**src/rtl/kwm_pkg.sv**
```systemverilog
// ----------------------------------------------------------------------------
// kwm_pkg
// Shared constants, codes and the heap entry type for the k-way merge heap.
// ----------------------------------------------------------------------------
package kwm_pkg;

	localparam int NUM_SOURCES = 16;
	localparam int VALUE_BITS  = 32;
	localparam int SRC_BITS    = $clog2(NUM_SOURCES);
	localparam int IDX_BITS    = $clog2(NUM_SOURCES);
	localparam int CNT_BITS    = $clog2(NUM_SOURCES + 1);
	localparam int CHILD_BITS  = IDX_BITS + 2;

	localparam logic [1:0] MODE_INSERT  = 2'd0;
	localparam logic [1:0] MODE_POP     = 2'd1;
	localparam logic [1:0] MODE_REPLACE = 2'd2;

	localparam logic [1:0] ST_EMITTED = 2'd0;
	localparam logic [1:0] ST_INSERTED = 2'd1;
	localparam logic [1:0] ST_EMPTY   = 2'd2;
	localparam logic [1:0] ST_FULL    = 2'd3;

	typedef struct packed {
		logic signed [VALUE_BITS-1:0] value;
		logic        [SRC_BITS-1:0]   source;
	} entry_t;

endpackage

```
**src/rtl/kwm_if.sv**
```systemverilog
// ----------------------------------------------------------------------------
// kwm_if
// Command and response channels of the merge heap, valid/ready per word.
// ----------------------------------------------------------------------------
interface kwm_cmd_if import kwm_pkg::*; ();
	logic                         valid;
	logic                         ready;
	logic [1:0]                   mode;
	logic signed [VALUE_BITS-1:0] value;
	logic [SRC_BITS-1:0]          src;

	modport source (output valid, output mode, output value, output src, input ready);
	modport sink   (input valid, input mode, input value, input src, output ready);
endinterface

interface kwm_rsp_if import kwm_pkg::*; ();
	logic                         valid;
	logic                         ready;
	logic signed [VALUE_BITS-1:0] out_value;
	logic [SRC_BITS-1:0]          out_source;
	logic [1:0]                   status;
	logic [CNT_BITS-1:0]          occupancy;

	modport source (output valid, output out_value, output out_source, output status,
		output occupancy, input ready);
	modport sink   (input valid, input out_value, input out_source, input status,
		input occupancy, output ready);
endinterface

```
**src/rtl/k_way_merge_min_heap_unit.sv**
```systemverilog
// ----------------------------------------------------------------------------
// k_way_merge_min_heap_unit
// Binary min-heap of source heads in one synchronous RAM, hole-based sifting.
// ----------------------------------------------------------------------------
//  channel | dir | words
//  cmd     | in  | mode, value, src
//  rsp     | out | out_value, out_source, status, occupancy
//
//  One command at a time. Insert: compare and write-back, then a parent read
//  and compare / write-back per level climbed. Pop / replace: root read, then
//  per level descended a RAM read of both children then a compare and
//  write-back. Full insert or empty pop goes straight to the response.
//  Reset empties the heap at once; RAM contents are never cleared.
//  rsp stalls hold the result; cmd is not taken until it is delivered.
// ----------------------------------------------------------------------------
module k_way_merge_min_heap_unit import kwm_pkg::*; (
	input  logic      clk,
	input  logic      arst_n,
	kwm_cmd_if.sink   cmd,
	kwm_rsp_if.source rsp
);

	localparam logic [2:0] S_IDLE   = 3'd0;
	localparam logic [2:0] S_SU_RD  = 3'd1;
	localparam logic [2:0] S_SU_CMP = 3'd2;
	localparam logic [2:0] S_POP_LD = 3'd3;
	localparam logic [2:0] S_SD_RD  = 3'd4;
	localparam logic [2:0] S_SD_CMP = 3'd5;
	localparam logic [2:0] S_OUT    = 3'd6;

	entry_t mem [NUM_SOURCES];
	entry_t rd_a_q, rd_b_q;

	logic [2:0]                   state_q;
	logic [CNT_BITS-1:0]          cnt_q;
	logic [IDX_BITS-1:0]          pos_q;
	entry_t                       x_q;
	logic                         replace_q;
	logic signed [VALUE_BITS-1:0] val_q;
	logic signed [VALUE_BITS-1:0] res_value_q;
	logic [SRC_BITS-1:0]          res_source_q;
	logic [1:0]                   res_status_q;

	logic                  accept, is_insert;
	logic                  we;
	logic [IDX_BITS-1:0]   wa, ra_a, ra_b, parent, cnt_idx, last_idx;
	entry_t                wd;
	logic [CHILD_BITS-1:0] left, right;
	logic                  lv, rv;
	logic                  x_first, lx, rx, rl;
	logic                  take_l, take_r;

	assign accept    = cmd.valid && cmd.ready;
	assign is_insert = (cmd.mode == MODE_INSERT);
	assign cnt_idx   = cnt_q[IDX_BITS-1:0];
	assign last_idx  = IDX_BITS'(cnt_q - CNT_BITS'(1));
	assign parent    = IDX_BITS'((pos_q - IDX_BITS'(1)) >> 1);
	assign left      = CHILD_BITS'({pos_q, 1'b1});
	assign right     = left + CHILD_BITS'(1);
	assign lv        = (left < CHILD_BITS'(cnt_q));
	assign rv        = (right < CHILD_BITS'(cnt_q));

	kwm_order u_xa (.a(x_q),    .b(rd_a_q), .first(x_first));
	kwm_order u_lx (.a(rd_a_q), .b(x_q),    .first(lx));
	kwm_order u_rx (.a(rd_b_q), .b(x_q),    .first(rx));
	kwm_order u_rl (.a(rd_b_q), .b(rd_a_q), .first(rl));

	assign take_l = lv && lx;
	assign take_r = rv && (take_l ? rl : rx);

	always_comb begin
		we   = 1'b0;
		wa   = pos_q;
		wd   = x_q;
		ra_a = '0;
		ra_b = last_idx;
		case (state_q)
			S_IDLE: begin
				ra_a = is_insert
					? IDX_BITS'((cnt_idx - IDX_BITS'(1)) >> 1) : '0;
			end
			S_SU_RD: begin
				ra_a = parent;
			end
			S_SU_CMP: begin
				we = 1'b1;
				if (pos_q != '0 && x_first) begin
					wd = rd_a_q;
				end
			end
			S_SD_RD: begin
				ra_a = left[IDX_BITS-1:0];
				ra_b = right[IDX_BITS-1:0];
			end
			S_SD_CMP: begin
				we = 1'b1;
				if (take_r) begin
					wd = rd_b_q;
				end else if (take_l) begin
					wd = rd_a_q;
				end
			end
			default: begin
			end
		endcase
	end

	always_ff @(posedge clk) begin
		if (we) begin
			mem[wa] <= wd;
		end
		rd_a_q <= mem[ra_a];
		rd_b_q <= mem[ra_b];
	end

	always_ff @(posedge clk or negedge arst_n) begin
		if (!arst_n) begin
			state_q <= S_IDLE;
			cnt_q   <= '0;
		end else begin
			case (state_q)
				S_IDLE: begin
					if (accept) begin
						replace_q <= (cmd.mode == MODE_REPLACE);
						val_q     <= cmd.value;
						pos_q     <= cnt_idx;
						x_q       <= '{value: cmd.value, source: cmd.src};
						if (is_insert) begin
							res_value_q  <= '0;
							res_source_q <= cmd.src;
							if (cnt_q >= CNT_BITS'(NUM_SOURCES)) begin
								res_status_q <= ST_FULL;
								state_q      <= S_OUT;
							end else begin
								res_status_q <= ST_INSERTED;
								cnt_q        <= cnt_q + CNT_BITS'(1);
								state_q      <= S_SU_CMP;
							end
						end else if (cnt_q == '0) begin
							res_value_q  <= '0;
							res_source_q <= '0;
							res_status_q <= ST_EMPTY;
							state_q      <= S_OUT;
						end else begin
							res_status_q <= ST_EMITTED;
							if (cmd.mode != MODE_REPLACE) begin
								cnt_q <= cnt_q - CNT_BITS'(1);
							end
							state_q <= S_POP_LD;
						end
					end
				end
				S_SU_RD: begin
					state_q <= S_SU_CMP;
				end
				S_SU_CMP: begin
					if (pos_q != '0 && x_first) begin
						pos_q   <= parent;
						state_q <= S_SU_RD;
					end else begin
						state_q <= S_OUT;
					end
				end
				S_POP_LD: begin
					res_value_q  <= rd_a_q.value;
					res_source_q <= rd_a_q.source;
					x_q          <= replace_q
						? '{value: val_q, source: rd_a_q.source} : rd_b_q;
					pos_q        <= '0;
					state_q      <= S_SD_RD;
				end
				S_SD_RD: begin
					state_q <= S_SD_CMP;
				end
				S_SD_CMP: begin
					if (take_r) begin
						pos_q   <= right[IDX_BITS-1:0];
						state_q <= S_SD_RD;
					end else if (take_l) begin
						pos_q   <= left[IDX_BITS-1:0];
						state_q <= S_SD_RD;
					end else begin
						state_q <= S_OUT;
					end
				end
				S_OUT: begin
					if (rsp.ready) begin
						state_q <= S_IDLE;
					end
				end
				default: begin
					state_q <= S_IDLE;
				end
			endcase
		end
	end

	assign cmd.ready      = (state_q == S_IDLE);
	assign rsp.valid      = (state_q == S_OUT);
	assign rsp.out_value  = res_value_q;
	assign rsp.out_source = res_source_q;
	assign rsp.status     = res_status_q;
	assign rsp.occupancy  = cnt_q;

`ifndef SYNTHESIS
	a_cnt_range: assert property (@(posedge clk) disable iff (!arst_n)
		cnt_q <= CNT_BITS'(NUM_SOURCES))
		else $error("entry count above capacity");

	a_full_occ: assert property (@(posedge clk) disable iff (!arst_n)
		rsp.valid && rsp.status == ST_FULL |-> rsp.occupancy == CNT_BITS'(NUM_SOURCES))
		else $error("full status with spare room");

	a_empty_occ: assert property (@(posedge clk) disable iff (!arst_n)
		rsp.valid && rsp.status == ST_EMPTY |-> rsp.occupancy == '0)
		else $error("empty status with entries held");

	a_one_word: assert property (@(posedge clk) disable iff (!arst_n)
		accept |=> !cmd.ready)
		else $error("command taken while one is in flight");
`endif

endmodule

```
**src/rtl/kwm_order.sv**
```systemverilog
// ----------------------------------------------------------------------------
// kwm_order
// Heap ordering: signed value first, then the smaller source index.
// ----------------------------------------------------------------------------
module kwm_order import kwm_pkg::*; (
	input  entry_t a,
	input  entry_t b,
	output logic   first
);

	always_comb begin
		if (a.value != b.value) begin
			first = (a.value < b.value);
		end else begin
			first = (a.source < b.source);
		end
	end

endmodule

```
**src/flat_wrapper.sv**
```systemverilog
// flat-port wrapper written by rule: the top's interface ports become plain ports
module k_way_merge_min_heap_unit_flat import kwm_pkg::*;
  (clk, arst_n, cmd_valid, cmd_mode, cmd_value, cmd_src, cmd_ready, rsp_valid, rsp_out_value, rsp_out_source, rsp_status, rsp_occupancy, rsp_ready);
  kwm_cmd_if cmd_i ();
  kwm_rsp_if rsp_i ();
  input  logic clk;
  input  logic arst_n;
  input wire logic [$bits(cmd_i.valid)-1:0] cmd_valid;
  input wire logic [$bits(cmd_i.mode)-1:0] cmd_mode;
  input wire logic [$bits(cmd_i.value)-1:0] cmd_value;
  input wire logic [$bits(cmd_i.src)-1:0] cmd_src;
  output wire logic [$bits(cmd_i.ready)-1:0] cmd_ready;
  output wire logic [$bits(rsp_i.valid)-1:0] rsp_valid;
  output wire logic [$bits(rsp_i.out_value)-1:0] rsp_out_value;
  output wire logic [$bits(rsp_i.out_source)-1:0] rsp_out_source;
  output wire logic [$bits(rsp_i.status)-1:0] rsp_status;
  output wire logic [$bits(rsp_i.occupancy)-1:0] rsp_occupancy;
  input wire logic [$bits(rsp_i.ready)-1:0] rsp_ready;
  assign cmd_i.valid = cmd_valid;
  assign cmd_i.mode = cmd_mode;
  assign cmd_i.value = cmd_value;
  assign cmd_i.src = cmd_src;
  assign cmd_ready = cmd_i.ready;
  assign rsp_valid = rsp_i.valid;
  assign rsp_out_value = rsp_i.out_value;
  assign rsp_out_source = rsp_i.out_source;
  assign rsp_status = rsp_i.status;
  assign rsp_occupancy = rsp_i.occupancy;
  assign rsp_i.ready = rsp_ready;
  k_way_merge_min_heap_unit u_core (.clk(clk), .arst_n(arst_n), .cmd(cmd_i), .rsp(rsp_i));
endmodule
```
**config.mk**
```make
export PLATFORM = sky130hd
export DESIGN_NAME = k_way_merge_min_heap_unit_flat
export DESIGN_NICKNAME = d
export VERILOG_FILES = /design/src/rtl/kwm_pkg.sv /design/src/rtl/kwm_if.sv /design/src/rtl/k_way_merge_min_heap_unit.sv /design/src/rtl/kwm_order.sv /design/src/flat_wrapper.sv
export SDC_FILE = /design/constraint.sdc
export NUM_CORES = 2
export LEC_CHECK = 0
export BUFFER_PORTS_ARGS = -buffer_cell sky130_fd_sc_hd__buf_2
export CELL_PAD_IN_SITES_DETAIL_PLACEMENT = 1
export CELL_PAD_IN_SITES_GLOBAL_PLACEMENT = 2
export CORE_ASPECT_RATIO = 1.1
export CORE_MARGIN = 2
export CORE_UTILIZATION = 51
export DETAILED_ROUTE_END_ITERATION = 10
export PLACE_DENSITY_LB_ADDON = 0.1
export SKIP_LAST_GASP = 1
export SYNTH_ARGS = -nofsm -noshare
export SYNTH_HDL_FRONTEND = slang
export SYNTH_SLANG_ARGS = --single-unit
```
**constraint.sdc**
```tcl
create_clock -name clk -period 18.78 [get_ports clk]
set_input_delay 2.817 -clock clk [delete_from_list [all_inputs] [get_ports clk]]
set_output_delay 2.817 -clock clk [all_outputs]
set_load 0.03 [all_outputs]
```
==> results.py <==
metrics = {
    "power": {
        "finalPower_w": 0.008469,
        "ir_drop_uv": 313.5,
        "p_leak_nw": 14.29,
        "powerDensity_nw_per_um2": 203.5,
    },
    "critical_path": {
        "required_ns": 19.24,
        "startpoint_type": "input port",
        "crit_fanout": 107,
        "cp-end-kind": "register",
        "crit_type": "input port to register",
        "r2r_setup_slack_ns": 13.70,
        "arrival_ns": 6.30,
        "worstRegToRegCells": 12,
    },
    "global_routing": {
        "grt_pass1_wl_um": 164500,
        "grt_max_degree": 145,
        "first_global_vias": 24335,
        "grt_usage_pct": 30.20,
        "antenna_found_initial": 1,
        "grt_overflow": 0,
    },
    "placement": {
        "portBuffers": 86,
        "placedCellCount": 3322,
        "gp_congestion": 0.8614,
        "hpwl_um": 65080,
    },
    "logic_synthesis": {
        "synth_fp_nets": 2562,
        "synth-main-ff-cell": "edfxtp_1",
        "synth.most_common_cell": "edfxtp_1",
        "synthArstFlopShare_pct": 1.043,
        "yosys.cell_types.count": 74,
        "syn_inst": 2399,
        "synth_top_area_share_pct": 55.29,
        "synth-seq-cells": 767,
        "yosys_warnings": 0,
        "syn_area_um2": 37310,
        "syn_area_per_cell_um2": 15.55,
        "synth_edf_count": 687,
        "yosys-top-cells-count": "edfxtp_1 (687), mux4_2 (288), nand2_1 (179)",
        "ys_top_cells_by_area": "edfxtp_1 (55%), mux4_2 (17%), ha_1 (4.1%), dfxtp_1 (3.9%), mux2i_1 (2.1%)",
        "yosys.area.top_type": "edfxtp_1",
        "ys_seq_area_share_pct": 59.69,
    },
    "clock_tree": {
        "cts_tree": "built",
        "cts_buffers": 81,
        "cts_buffer_depth": 3,
        "clkTransAtPathRegs_ns": 0.06,
        "cts_root_buf": "clkbuf_16",
        "cts.htree.levels": 3,
        "clk_latency_ns": 0.64,
        "cts_hold_buf": 0,
        "cts_resized": 0,
        "postCtsSetupBuffers": 0,
        "cts_sinks": 767,
    },
    "worst_hold_path": {
        "hold_class": "register to register",
        "whs_path_depth": 2,
    },
    "timing": {
        "rsz0062_at_grt": "false",
        "hold_violations": 0,
        "min_period_ns": 5.841,
        "fmax_ghz": 0.1712,
        "slew_headroom_pct": 23.86,
        "final_max_slew_viol_count": 0,
        "setup_tns_ns": 0,
        "finalSetupViolations": 0,
        "worstMarginPinSlew_ns": 1.139,
        "worst_hold_slack_ns": 0.6197,
        "skew_ns": 0.02838,
        "finalCritPeriodShare_pct": 31.10,
    },
    "drt": {
        "routedWlPerCell_um": 32.29,
        "ant_nets": 0,
        "viasPerCell": 6.737,
        "drt_iter0_markers": 2528,
        "via_count": 23397,
        "drc": 0,
        "drt-pass1-iter-count": 5,
        "finalWirelength_um": 112200,
    },
    "floorplan": {
        "core_area_um2": 72870,
        "initial_core_util_pct": 51.21,
        "die_area_um2": 75350,
        "io_pins": 87,
        "fp-row-count": 104,
        "die_w_um": 261.9,
        "die_y_um": 287.7,
    },
    "final_layout": {
        "postLayoutCoreUtil_pct": 57.11,
        "fin_cells": 3473,
        "area_growth_syn_to_layout_pct": 11.54,
        "multi_input_area_um2": 14180,
        "layout.nets": 2614,
        "regArea_um2": 22270,
        "n_antenna_cell": 0,
        "n_fill_cell": 6746,
        "drive_above_1_share_pct": 23.42,
    },
    "job": {
        "maxCapViolCount": 0,
    },
    "run_status": {
        "status": "completed",
    },
}
stage by stage:
| step | setup slack (ns) | instance area (um^2) |
|---|---|---|
| detailed placement | 12.27 | 38770 |
| floorplan | 10.91 | 37310 |
| finish | 12.94 | 41620 |
| global placement | 12.30 | 38770 |
| global route | 12.61 | 41620 |
| CTS | 12.90 | 41620 |
path summary, 6_finish.rpt:
path,start,end
min in group asynchronous,arst_n,u_core.rsp.occupancy[1]
setup reg to reg,u_core.rd_a_q[33],u_core.mem[13][12]
hold / removal,u_core.val_q[8],u_core.x_q[12]
setup / recovery,cmd_mode[1],u_core.rd_a_q[3]
hold reg to reg,u_core.val_q[8],u_core.x_q[12]
max in group asynchronous,arst_n,u_core.state_q[1]
layer usage:
layer	routed length [um]	vias to the layer above	part of all wire, %	global-route usage [%]
met4	2636	0	2.4	8.376
met1	46720	12443	42	44.18
met3	10010	164	8.9	4.913
met5	0	-	0	0
met2	52800	1013	47	47.25
li1	-	9777	-	-
registers in the layout, indices dropped and copies added (netlist names), 3 cells and up:
register / flops
u_core.mem: 576
u_core.rd_a_q: 36
u_core.rd_b_q: 36
u_core.x_q: 36
u_core.rsp.out_value: 32
u_core.val_q: 32
u_core.rsp.occupancy: 5
u_core.pos_q: 4
u_core.rsp.out_source: 4
u_core.state_q: 3
power breakdown:
| part | internal [W] | total (W) | switching [W] |
|---|---|---|---|
| registers | 0.00244 | 0.00273 | 0.000289 |
| logic | 0.00157 | 0.00402 | 0.00245 |
| clock network | 0.00102 | 0.00172 | 0.000694 |
| total | 0.00503 | 0.00847 | 0.00344 |
critical path, cell delays in order:
cell,delay [ns]
buf_2,0.13
nor4_1,0.31
a222oi_1,0.20
nor2_4,0.16
buf_12,0.68
buf_4,0.77
mux4_2,0.58
and2_1,0.18
a211oi_1,0.29
a31oi_1,0.08
placed cells by master (no fill, tap or decap), types with 12 or more instances in the layout:
cell,Yosys,final
a21oi_1,89,88
buf_4,4,41
and2_1,38,38
nand2_1,179,178
clkbuf_16,0,83
inv_1,86,86
ha_1,121,121
nand4_1,13,13
nor2_4,1,15
buf_2,48,86
nor2b_1,47,46
a211oi_1,81,81
mux4_2,288,288
o221ai_1,35,35
o21ai_0,59,59
nand2b_1,13,13
clkinv_1,0,12
edfxtp_1,687,687
nand3_1,59,59
mux2i_1,77,73
clkbuf_8,0,14
dfxtp_1,72,72
nor2_1,97,83
clkbuf_1,90,12
a32oi_1,37,37
a31oi_1,39,39
cell families after synthesis:
kind of cell	after synthesis	synth area share, %
buffers and inverters	247	2.887
AO/OA/AOI/OAI	395	7.203
adder cells (fa/ha/maj)	121	4.057
XOR/XNOR	11	0.2582
AND/OR/NAND/NOR	490	6.358
flip-flops	767	59.69
multiplexers	368	19.55
area by class of cell:
| cell class | instances | share of cell area, % |
|---|---|---|
| flip-flops and latches | 767 | 53.51 |
| multi-input cells | 1385 | 34.07 |
| clock buffers | 109 | 5.562 |
| well taps | 954 | 2.868 |
| repair buffers | 130 | 1.918 |
| clock inverters | 42 | 1.290 |
| inverters | 86 | 0.7756 |
No activity file was read; power rests on OpenSTA's default activity.
